$ cat config.mk
export PLATFORM = sky130hd
export DESIGN_NAME = log_record_deframer_crc32_flat
export DESIGN_NICKNAME = d
export VERILOG_FILES = /design/src/design/lrd_pkg.sv /design/src/design/lrd_req_if.sv /design/src/design/lrd_rsp_if.sv /design/src/design/lrd_front.sv /design/src/design/lrd_queue.sv /design/src/design/lrd_back.sv /design/src/design/log_record_deframer_crc32.sv /design/src/flat_wrapper.sv
export VERILOG_INCLUDE_DIRS = /design/src /design/src/design
export SDC_FILE = /design/constraint.sdc
export NUM_CORES = 1
export LEC_CHECK = 0
export BUFFER_PORTS_ARGS = -buffer_cell sky130_fd_sc_hd__buf_4
export CORE_ASPECT_RATIO = 0.9
export CORE_MARGIN = 2
export CORE_UTILIZATION = 53
export CTS_CLUSTER_DIAMETER = 100
export DETAILED_ROUTE_END_ITERATION = 16
export MAX_ROUTING_LAYER = met4
export PLACE_DENSITY = 0.82
export RECOVER_POWER = 25
export SYNTH_ARGS = -nofsm -noshare
export SYNTH_HDL_FRONTEND = slang
export SYNTH_SLANG_ARGS = --single-unit
$ cat constraint.sdc
create_clock -name clock -period 20.1 [get_ports clock]
set_input_delay 1.005 -clock clock [delete_from_list [all_inputs] [get_ports clock]]
set_output_delay 1.005 -clock clock [all_outputs]
set_load 0.05 [all_outputs]
$ cat src/design/log_record_deframer_crc32_macros.svh
// Assertion macros shared by the log record deframer modules.
// Expects signals named clock and reset in the scope of each use.
`ifndef LOG_RECORD_DEFRAMER_CRC32_MACROS_SVH
`define LOG_RECORD_DEFRAMER_CRC32_MACROS_SVH

// Same-cycle implication, disabled while reset is high
`define LRD_ASSERT_IMP(label, ante, cons, msg) \
   label: assert property (@(posedge clock) disable iff (reset) (ante) |-> (cons)) \
      else $error(msg);

// Next-cycle implication, disabled while reset is high
`define LRD_ASSERT_NEXT(label, ante, cons, msg) \
   label: assert property (@(posedge clock) disable iff (reset) (ante) |=> (cons)) \
      else $error(msg);

`endif

$ cat src/design/lrd_pkg.sv
// Types, codes and the CRC-32 byte step for the log record deframer.
// No dependencies; used by the front, queue, back and top level.
package lrd_pkg;

   localparam int unsigned QUEUE_DEPTH = 2;

   localparam logic [31:0] CRC_POLY = 32'hEDB88320;
   localparam logic [31:0] CRC_ONES = 32'hFFFFFFFF;
   localparam logic [3:0]  HDR_LAST_POS = 4'd15;

   typedef enum logic [1:0] {
      KIND_BYTE = 2'd0,
      KIND_END  = 2'd1,
      KIND_STOP = 2'd2
   } kind_type;

   typedef enum logic [1:0] {
      VERDICT_PENDING   = 2'd0,
      VERDICT_GOOD      = 2'd1,
      VERDICT_MISMATCH  = 2'd2,
      VERDICT_TRUNCATED = 2'd3
   } verdict_type;

   typedef enum logic [1:0] {
      OP_BYTE  = 2'd0,
      OP_LAST  = 2'd1,
      OP_EMPTY = 2'd2,
      OP_TRUNC = 2'd3
   } op_code_type;

   typedef struct packed {
      op_code_type code;
      logic [7:0]  data;
      logic [63:0] record_seq;
      logic [31:0] check_word;
      logic        skip;
   } lrd_op_type;

   typedef struct packed {
      logic full;
      logic nonempty;
   } lrd_q_status_type;

   function automatic logic [31:0] lrd_crc_byte(input logic [31:0] crc, input logic [7:0] b);
      logic [31:0] c;
      c = crc ^ {24'h0, b};
      for (int k = 0; k < 8; k++) begin
         c = c[0] ? (CRC_POLY ^ (c >> 1)) : (c >> 1);
      end
      return c;
   endfunction

endpackage

$ cat src/design/lrd_req_if.sv
// Request channel of the log record deframer: stream kind and byte.
// No dependencies.
interface lrd_req_if;
   logic       valid;
   logic       ready;
   logic [1:0] kind;
   logic [7:0] data_byte;

   modport source (output valid, kind, data_byte, input ready);
   modport sink (input valid, kind, data_byte, output ready);
endinterface

$ cat src/design/lrd_rsp_if.sv
// Result channel of the log record deframer: forwarded byte and verdict.
// No dependencies.
interface lrd_rsp_if;
   logic        valid;
   logic        ready;
   logic        has_byte;
   logic [7:0]  data_byte_res;
   logic [63:0] record_sequence;
   logic        last_of_record;
   logic [1:0]  verdict;

   modport source (output valid, has_byte, data_byte_res, record_sequence,
                   last_of_record, verdict, input ready);
   modport sink (input valid, has_byte, data_byte_res, record_sequence,
                 last_of_record, verdict, output ready);
endinterface

$ cat src/design/lrd_front.sv
// Front part: accepts requests, assembles headers, counts payload, queues ops.
// Depends on lrd_pkg and lrd_req_if; holds the start_sequence register.
module lrd_front (
   input  logic                      clock,
   input  logic                      reset,
   input  logic                      csr_we,
   input  logic [63:0]               csr_wdata,
   lrd_req_if.sink                   req_ch,
   input  lrd_pkg::lrd_q_status_type q_status,
   output logic                      push,
   output lrd_pkg::lrd_op_type       push_op
);
   import lrd_pkg::*;

   typedef enum logic [1:0] {
      PH_HEADER,
      PH_PAYLOAD,
      PH_HALTED
   } phase_type;

   phase_type   phase_ff, phase_in;
   logic [3:0]  hdr_pos_ff, hdr_pos_in;
   logic [63:0] seq_ff, seq_in;
   logic [31:0] len_ff, len_in;
   logic [31:0] crc_ff, crc_in;
   logic [31:0] left_ff, left_in;
   logic        skip_ff, skip_in;
   logic [63:0] start_seq_ff, start_seq_in;
   logic        accept;

   assign req_ch.ready = !q_status.full;
   assign accept = req_ch.valid && req_ch.ready;

   always_comb begin
      phase_in     = phase_ff;
      hdr_pos_in   = hdr_pos_ff;
      seq_in       = seq_ff;
      len_in       = len_ff;
      crc_in       = crc_ff;
      left_in      = left_ff;
      skip_in      = skip_ff;
      start_seq_in = csr_we ? csr_wdata : start_seq_ff;
      push         = 1'b0;
      push_op      = '{code: OP_BYTE, data: req_ch.data_byte, record_seq: seq_ff,
                       check_word: crc_ff, skip: skip_ff};
      if (accept && phase_ff != PH_HALTED) begin
         case (kind_type'(req_ch.kind))
            KIND_STOP: begin
               phase_in = PH_HALTED;
            end
            KIND_END: begin
               if (!(phase_ff == PH_HEADER && hdr_pos_ff == 4'd0)) begin
                  phase_in     = PH_HALTED;
                  push         = 1'b1;
                  push_op.code = OP_TRUNC;
               end
            end
            KIND_BYTE: begin
               if (phase_ff == PH_HEADER) begin
                  if (hdr_pos_ff == 4'd0) begin
                     seq_in = '0;
                     len_in = '0;
                     crc_in = '0;
                  end
                  priority if (!hdr_pos_ff[3]) begin
                     seq_in[{hdr_pos_ff[2:0], 3'b000} +: 8] = req_ch.data_byte;
                  end else if (!hdr_pos_ff[2]) begin
                     len_in[{hdr_pos_ff[1:0], 3'b000} +: 8] = req_ch.data_byte;
                  end else begin
                     crc_in[{hdr_pos_ff[1:0], 3'b000} +: 8] = req_ch.data_byte;
                  end
                  if (hdr_pos_ff == HDR_LAST_POS) begin
                     hdr_pos_in = 4'd0;
                     left_in    = len_ff;
                     skip_in    = seq_ff < start_seq_ff;
                     if (len_ff == 32'd0) begin
                        push               = 1'b1;
                        push_op.code       = OP_EMPTY;
                        push_op.check_word = crc_in;
                     end else begin
                        phase_in = PH_PAYLOAD;
                     end
                  end else begin
                     hdr_pos_in = hdr_pos_ff + 4'd1;
                  end
               end else begin
                  left_in = left_ff - 32'd1;
                  push    = 1'b1;
                  if (left_ff == 32'd1) begin
                     push_op.code = OP_LAST;
                     phase_in     = PH_HEADER;
                  end
               end
            end
            default: ;
         endcase
      end
   end

   always_ff @(posedge clock) begin
      if (reset) begin
         phase_ff     <= PH_HEADER;
         hdr_pos_ff   <= 4'd0;
         seq_ff       <= '0;
         len_ff       <= '0;
         crc_ff       <= '0;
         left_ff      <= '0;
         skip_ff      <= 1'b0;
         start_seq_ff <= '0;
      end else begin
         phase_ff     <= phase_in;
         hdr_pos_ff   <= hdr_pos_in;
         seq_ff       <= seq_in;
         len_ff       <= len_in;
         crc_ff       <= crc_in;
         left_ff      <= left_in;
         skip_ff      <= skip_in;
         start_seq_ff <= start_seq_in;
      end
   end

endmodule

$ cat src/design/lrd_queue.sv
// Short op queue between the front and back parts of the deframer.
// Depends on lrd_pkg and the shared assertion macros.
`include "log_record_deframer_crc32_macros.svh"

module lrd_queue #(
   parameter int unsigned QueueDepth = lrd_pkg::QUEUE_DEPTH
) (
   input  logic                      clock,
   input  logic                      reset,
   input  logic                      push,
   input  lrd_pkg::lrd_op_type       push_op,
   input  logic                      pop,
   output lrd_pkg::lrd_op_type       head_op,
   output lrd_pkg::lrd_q_status_type status
);
   import lrd_pkg::*;

   localparam int unsigned PtrW = (QueueDepth > 1) ? $clog2(QueueDepth) : 1;
   localparam int unsigned CntW = $clog2(QueueDepth + 1);
   localparam logic [PtrW-1:0] PtrLast = PtrW'(QueueDepth - 1);

   lrd_op_type          entries_ff [QueueDepth];
   logic [PtrW-1:0]     wr_ptr_ff, wr_ptr_in;
   logic [PtrW-1:0]     rd_ptr_ff, rd_ptr_in;
   logic [CntW-1:0]     count_ff, count_in;

   assign status.full     = count_ff == CntW'(QueueDepth);
   assign status.nonempty = count_ff != '0;
   assign head_op         = entries_ff[rd_ptr_ff];

   always_comb begin
      wr_ptr_in = wr_ptr_ff;
      rd_ptr_in = rd_ptr_ff;
      count_in  = count_ff;
      if (push) begin
         wr_ptr_in = (wr_ptr_ff == PtrLast) ? '0 : wr_ptr_ff + 1'b1;
      end
      if (pop) begin
         rd_ptr_in = (rd_ptr_ff == PtrLast) ? '0 : rd_ptr_ff + 1'b1;
      end
      unique case ({push, pop})
         2'b10:   count_in = count_ff + 1'b1;
         2'b01:   count_in = count_ff - 1'b1;
         default: count_in = count_ff;
      endcase
   end

   always_ff @(posedge clock) begin
      if (reset) begin
         wr_ptr_ff <= '0;
         rd_ptr_ff <= '0;
         count_ff  <= '0;
      end else begin
         wr_ptr_ff <= wr_ptr_in;
         rd_ptr_ff <= rd_ptr_in;
         count_ff  <= count_in;
      end
   end

   always_ff @(posedge clock) begin
      if (push) begin
         entries_ff[wr_ptr_ff] <= push_op;
      end
   end

   `LRD_ASSERT_IMP(a_no_push_full, push, !status.full || pop, "push into full queue")
   `LRD_ASSERT_IMP(a_no_pop_empty, pop, status.nonempty, "pop from empty queue")
   `LRD_ASSERT_IMP(a_count_bound, 1'b1, count_ff <= CntW'(QueueDepth), "queue count overrun")

endmodule

$ cat src/design/lrd_back.sv
// Back part: runs the payload CRC, forms verdicts and holds the result register.
// Depends on lrd_pkg, lrd_rsp_if and the shared assertion macros.
`include "log_record_deframer_crc32_macros.svh"

module lrd_back (
   input  logic                      clock,
   input  logic                      reset,
   input  lrd_pkg::lrd_q_status_type q_status,
   input  lrd_pkg::lrd_op_type       head_op,
   output logic                      pop,
   lrd_rsp_if.source                 rsp_ch
);
   import lrd_pkg::*;

   logic        halted_ff, halted_in;
   logic [31:0] crc_ff, crc_in;
   logic        valid_ff, valid_in;
   logic        has_byte_ff, has_byte_in;
   logic [7:0]  data_ff, data_in;
   logic [63:0] seq_ff, seq_in;
   logic        last_ff, last_in;
   verdict_type verdict_ff, verdict_in;
   logic [31:0] crc_next;
   logic        good;

   assign pop = q_status.nonempty && (!valid_ff || rsp_ch.ready);

   assign rsp_ch.valid           = valid_ff;
   assign rsp_ch.has_byte        = has_byte_ff;
   assign rsp_ch.data_byte_res   = data_ff;
   assign rsp_ch.record_sequence = seq_ff;
   assign rsp_ch.last_of_record  = last_ff;
   assign rsp_ch.verdict         = verdict_ff;

   always_comb begin
      crc_next    = lrd_crc_byte(crc_ff, head_op.data);
      good        = 1'b0;
      halted_in   = halted_ff;
      crc_in      = crc_ff;
      valid_in    = valid_ff && !rsp_ch.ready;
      has_byte_in = has_byte_ff;
      data_in     = data_ff;
      seq_in      = seq_ff;
      last_in     = last_ff;
      verdict_in  = verdict_ff;
      if (pop && !halted_ff) begin
         seq_in = head_op.record_seq;
         unique case (head_op.code)
            OP_BYTE: begin
               crc_in = crc_next;
               if (!head_op.skip) begin
                  valid_in    = 1'b1;
                  has_byte_in = 1'b1;
                  data_in     = head_op.data;
                  last_in     = 1'b0;
                  verdict_in  = VERDICT_PENDING;
               end
            end
            OP_LAST, OP_EMPTY: begin
               good = (head_op.code == OP_LAST) ?
                      ((crc_next ^ CRC_ONES) == head_op.check_word) :
                      (head_op.check_word == 32'd0);
               crc_in      = CRC_ONES;
               halted_in   = !good;
               valid_in    = 1'b1;
               has_byte_in = (head_op.code == OP_LAST) && !head_op.skip;
               data_in     = has_byte_in ? head_op.data : 8'd0;
               last_in     = 1'b1;
               verdict_in  = good ? VERDICT_GOOD : VERDICT_MISMATCH;
            end
            OP_TRUNC: begin
               halted_in   = 1'b1;
               valid_in    = 1'b1;
               has_byte_in = 1'b0;
               data_in     = 8'd0;
               last_in     = 1'b1;
               verdict_in  = VERDICT_TRUNCATED;
            end
         endcase
      end
   end

   always_ff @(posedge clock) begin
      if (reset) begin
         halted_ff <= 1'b0;
         crc_ff    <= CRC_ONES;
         valid_ff  <= 1'b0;
      end else begin
         halted_ff <= halted_in;
         crc_ff    <= crc_in;
         valid_ff  <= valid_in;
      end
   end

   always_ff @(posedge clock) begin
      has_byte_ff <= has_byte_in;
      data_ff     <= data_in;
      seq_ff      <= seq_in;
      last_ff     <= last_in;
      verdict_ff  <= verdict_in;
   end

   `LRD_ASSERT_NEXT(a_halt_sticks, halted_ff, halted_ff, "halt released without reset")
   `LRD_ASSERT_IMP(a_pending_mid, valid_ff && !last_ff, verdict_ff == VERDICT_PENDING,
                   "verdict on a non-closing result")
   `LRD_ASSERT_IMP(a_empty_byte, valid_ff && !has_byte_ff, data_ff == 8'd0,
                   "stray data on a result without byte")

endmodule

$ cat src/design/log_record_deframer_crc32.sv
// Top level of the log record deframer with CRC-32 record check.
// Depends on lrd_pkg, lrd_req_if, lrd_rsp_if, lrd_front, lrd_queue and lrd_back.
//
//   channel   direction  handshake          payload
//   req_ch    in         valid/ready        kind, data_byte
//   rsp_ch    out        valid/ready        has_byte, data_byte_res, record_sequence,
//                                           last_of_record, verdict
//   csr       in         csr_we             csr_wdata (start_sequence)
//
// One request a cycle while the queue is not full; results pass the queue, then the
// result register. The rate is set by the combinational CRC byte step in the back part.
// Reset is synchronous and clears all control state at once; no clearing pass.
// A stalled result holds in the output register while the queue of QueueDepth
// ops keeps taking requests; ready falls only when that queue is full.
module log_record_deframer_crc32 #(
   parameter int unsigned QueueDepth = lrd_pkg::QUEUE_DEPTH
) (
   input  logic        clock,
   input  logic        reset,
   input  logic        csr_we,
   input  logic [63:0] csr_wdata,
   lrd_req_if.sink     req_ch,
   lrd_rsp_if.source   rsp_ch
);
   import lrd_pkg::*;

   lrd_q_status_type q_status;
   lrd_op_type       push_op;
   lrd_op_type       head_op;
   logic             push;
   logic             pop;

   lrd_front u_front (
      .clock     (clock),
      .reset     (reset),
      .csr_we    (csr_we),
      .csr_wdata (csr_wdata),
      .req_ch    (req_ch),
      .q_status  (q_status),
      .push      (push),
      .push_op   (push_op)
   );

   lrd_queue #(
      .QueueDepth (QueueDepth)
   ) u_queue (
      .clock   (clock),
      .reset   (reset),
      .push    (push),
      .push_op (push_op),
      .pop     (pop),
      .head_op (head_op),
      .status  (q_status)
   );

   lrd_back u_back (
      .clock    (clock),
      .reset    (reset),
      .q_status (q_status),
      .head_op  (head_op),
      .pop      (pop),
      .rsp_ch   (rsp_ch)
   );

endmodule

$ cat src/flat_wrapper.sv
// flat-port wrapper written by rule: the top's interface ports become plain ports
module log_record_deframer_crc32_flat import lrd_pkg::*;
#(
   parameter int unsigned QueueDepth = lrd_pkg::QUEUE_DEPTH
)
  (clock, reset, csr_we, csr_wdata, req_ch_valid, req_ch_kind, req_ch_data_byte, req_ch_ready, rsp_ch_valid, rsp_ch_has_byte, rsp_ch_data_byte_res, rsp_ch_record_sequence, rsp_ch_last_of_record, rsp_ch_verdict, rsp_ch_ready);
  lrd_req_if req_ch_i ();
  lrd_rsp_if rsp_ch_i ();
  input  logic clock;
  input  logic reset;
  input  logic csr_we;
  input  logic [63:0] csr_wdata;
  input wire logic [$bits(req_ch_i.valid)-1:0] req_ch_valid;
  input wire logic [$bits(req_ch_i.kind)-1:0] req_ch_kind;
  input wire logic [$bits(req_ch_i.data_byte)-1:0] req_ch_data_byte;
  output wire logic [$bits(req_ch_i.ready)-1:0] req_ch_ready;
  output wire logic [$bits(rsp_ch_i.valid)-1:0] rsp_ch_valid;
  output wire logic [$bits(rsp_ch_i.has_byte)-1:0] rsp_ch_has_byte;
  output wire logic [$bits(rsp_ch_i.data_byte_res)-1:0] rsp_ch_data_byte_res;
  output wire logic [$bits(rsp_ch_i.record_sequence)-1:0] rsp_ch_record_sequence;
  output wire logic [$bits(rsp_ch_i.last_of_record)-1:0] rsp_ch_last_of_record;
  output wire logic [$bits(rsp_ch_i.verdict)-1:0] rsp_ch_verdict;
  input wire logic [$bits(rsp_ch_i.ready)-1:0] rsp_ch_ready;
  assign req_ch_i.valid = req_ch_valid;
  assign req_ch_i.kind = req_ch_kind;
  assign req_ch_i.data_byte = req_ch_data_byte;
  assign req_ch_ready = req_ch_i.ready;
  assign rsp_ch_valid = rsp_ch_i.valid;
  assign rsp_ch_has_byte = rsp_ch_i.has_byte;
  assign rsp_ch_data_byte_res = rsp_ch_i.data_byte_res;
  assign rsp_ch_record_sequence = rsp_ch_i.record_sequence;
  assign rsp_ch_last_of_record = rsp_ch_i.last_of_record;
  assign rsp_ch_verdict = rsp_ch_i.verdict;
  assign rsp_ch_i.ready = rsp_ch_ready;
  log_record_deframer_crc32 #(.QueueDepth(QueueDepth)) u_core (.clock(clock), .reset(reset), .csr_we(csr_we), .csr_wdata(csr_wdata), .req_ch(req_ch_i), .rsp_ch(rsp_ch_i));
endmodule
==> summary.md <==
| Metric | Value |
|---|---|
| Drt first pass iters | `8` |
| Setup TNS | `0 ns` |
| Final critical delay including setup and external delays | `7.62 ns` |
| Antenna violation net count after detailed routing | `0` |
| Worst-skew pair later-pin latency | `0.59 ns` |
| Area growth, synth to finish | `13.7%` |
| Number of rows created at floorplan | `74` |
| Number of enable flip-flop cells after synthesis | `290` |
| Number of flip-flops and latches in the synthesized netlist | `560` |
| Sequential fraction of the synthesis area | `58.2%` |
| Share of flip-flops with an asynchronous set or reset after synthesis | `0%` |
| Final Net Count | `2413` |
| Mean area per synthesized cell | `11.3 um2` |
| Core ar. | `45300 um2` |
| Initial core utilization | `53.5%` |
| Max-slew headroom at the worst pin | `-221%` |
| Main flop type after synthesis | `sky130_fd_sc_hd__edfxtp_1` |
| Worst path arrival time | `7.94 ns` |
| Crit share post-route | `37.9%` |
| Number of diodes added for antenna fixing | `0` |
| Failing checks | `max-capacitance violations, max-slew violations` |
| Resize count post-CTS | `0` |
| Number of nets in the synthesized netlist | `2296` |
| Result of the run | `finished with violations` |
| Overall die width | `229 um` |
| Leakage power | `0.0102 uW` |
| Number of max-slew violations in the final report | `351` |
| Post-route cell area | `27600 um2` |
| Critical path class | `reg2reg` |
| Post-route setup slack | `12.48 ns` |
| Cell area after placement | `25900 um2` |
| Total length of routed wires | `60.4 mm` |
| Cell Area, Synth | `24200 um2` |
| Most area-consuming cells after synthesis | `sky130_fd_sc_hd__edfxtp_1, sky130_fd_sc_hd__dfxtp_1, sky130_fd_sc_hd__mux2i_1` |
| Final number of hold-violating endpoints | `0` |
| Maximum capacitance violations | `10` |
| Clock root cell | `sky130_fd_sc_hd__clkbuf_16` |
| Number of warnings reported in the yosys synthesis log | `0` |
| Actual slew at the worst max-slew pin | `4.82 ns` |
| End-of-flow core utilization | `60.9%` |
| Mapped Cells | `2141` |
| Via count of the first global-routing pass | `16.7k` |
| Overall die area | `47500 um2` |
| Critical-path maximum fanout | `63` |
| Pin count of the biggest net entering global routing | `103` |
| Cell types with the highest counts after synthesis | `sky130_fd_sc_hd__edfxtp_1, sky130_fd_sc_hd__dfxtp_1, sky130_fd_sc_hd__nor2_1` |
| Power density over the cells | `129 nW/um2` |
| Io pins | `157` |
| Detailed Route Iter0 Violations | `1905` |
| CP Capture Type | `register` |
| Endpoints failing setup | `0` |
| Worst min-delay path class | `reg2reg` |
| Setup slack, reg-to-reg | `12.48 ns` |
| Count of filler cells inserted in the layout | `3415` |
| Total overflow reported by the global router | `0` |
| Crit path launch type | `register` |
| Number of distinct library cell variants in the gate-level netlist after synthesis | `64` |
| Area leader, netlist | `sky130_fd_sc_hd__edfxtp_1` |
| Max IR drop VDD | `0.0974 mV` |
| Post-place setup slack | `15.36 ns` |
| Data required time of the worst path | `20.43 ns` |
| Fraction of final layout cells with drive strength greater than 1 | `13.8%` |
| Remaining DRCs | `0` |
| Fmax | `131 MHz` |
| Total vias in the final route | `17.3k` |
| Setup bufs post-CTS | `0` |
| All-Layer GR Usage | `25.5%` |
| Number of port buffers | `156` |
| Htree depth | `2` |
| Number of buffers inserted for hold repair after clock tree synthesis | `0` |
| Most frequent cell after synthesis | `sky130_fd_sc_hd__edfxtp_1` |
| Weighted congestion reported at the end of routability-driven placement | `0.902` |
| Area share of the largest cell type after synthesis | `35.9%` |
| Clock Sinks | `560` |
| CTS max path bufs | `3` |
| Clock transition at the registers of the reported paths | `0.06 ns` |
| Worst clock skew | `0.0243 ns` |
| Number of vias per cell after detailed routing | `5.96` |
| TritonCTS Buffers | `52` |
| HPWL reported at the end of detailed placement | `39.9 mm` |
| Global-route wire length before repair | `92.7 mm` |
| DIE HEIGHT | `207 um` |
| Setup repair after global routing missed its margin | `false` |
| Initial antenna violation count | `1` |
| Clock tree from TritonCTS | `yes` |
| Per-cell routed wire length | `20.7 um` |
[registers in the layout (all words and copies together), names as in the netlist, 4 cells and up, named ones only]
signal                                flops
u_core.u_queue.entries_ff               214
u_core.u_back.rsp_ch.record_sequence     64
u_core.u_front.seq_ff                    64
u_core.u_front.start_seq_ff              64
u_core.u_back.crc_ff                     32
u_core.u_front.crc_ff                    32
u_core.u_front.left_ff                   32
u_core.u_front.len_ff                    32
u_core.u_back.rsp_ch.data_byte_res        8
u_core.u_front.hdr_pos_ff                 4
[metrics by stage]
stage,power [uW],hold slack (ns),cells
6_report,3540,0.476,2910
5_1_grt,3680,0.483,2910
4_1_cts,3560,0.475,2909
3_5_place_dp,2570,0.461,2811
3_3_place_gp,2550,0.449,2811
2_1_floorplan,2270,0.426,2141
[power breakdown]
group          internal (uW)  leakage (uW)  total, uW  switching, uW
Sequential              1330       0.00490       1390           58.1
Clock                    574      0.000883       1000            428
Combinational            419       0.00437       1150            734
Total                   2320        0.0102       3540           1220
[cell families after synthesis]
kind of cell,after synthesis,synth area share (%)
and+or+nand+nor,634,12.2
DFF,560,58.2
AOI/OAI and AO/OA,396,10.5
buffers and inverters,190,2.98
muxes,170,7.39
xor gates and xnor gates,115,4.84
adders and majority gates,76,3.92
[worst max-delay path, stage by stage, from the launching register on]
cell	delay, ns
sky130_fd_sc_hd__dfxtp_1	0.88
sky130_fd_sc_hd__clkbuf_1	2.91
sky130_fd_sc_hd__mux2i_2	0.46
sky130_fd_sc_hd__xnor2_4	0.63
sky130_fd_sc_hd__xnor3_1	0.54
sky130_fd_sc_hd__xor2_1	0.19
sky130_fd_sc_hd__or3_1	0.41
sky130_fd_sc_hd__a2111oi_2	0.36
sky130_fd_sc_hd__nand4_1	0.14
sky130_fd_sc_hd__o41a_1	0.50
sky130_fd_sc_hd__a21oi_1	0.21
sky130_fd_sc_hd__nor2_1	0.06
[final cells by class]
| type | instances | area (um2) | share of cell area (%) |
|---|---|---|---|
| Sequential cell | 560 | 14100 | 51.2 |
| Multi-Input combinational cell | 1391 | 9450 | 34.3 |
| Clock buffer | 79 | 1630 | 5.91 |
| Timing Repair Buffer | 174 | 1170 | 4.24 |
| Tap cell | 608 | 761 | 2.76 |
| Inverter | 79 | 297 | 1.08 |
| Clock inverter | 19 | 143 | 0.517 |
[per-layer routing]
layer | track usage [%] | wire, um
met1 | 34.0 | 25800
met2 | 40.2 | 28200
met3 | 4.23 | 4550
met4 | 8.44 | 1850
met5 | - | 0
[cell usage in the layout, fill, tap and decap left out, drive strengths merged, types with 81 or more instances in the layout]
master / instances
edfxtp: 290
dfxtp: 270
nor2: 231
buf: 137
nand2: 136
a21oi: 136
clkbuf: 116
mux2i: 105
nand3: 87
inv: 81
[worst paths after layout]
| path | from | depth (start not counted) | end |
|---|---|---|---|
| max | register | 11 | u_core.u_back.rsp_ch.verdict[1] |
| min | u_core.u_front.skip_ff | 0 | u_core.u_queue.entries_ff[0][0] |
| max reg2reg | register | 11 | u_core.u_back.rsp_ch.verdict[1] |
| min reg2reg | u_core.u_front.skip_ff | 0 | u_core.u_queue.entries_ff[0][0] |
No activity file was read; power rests on OpenSTA's default activity.
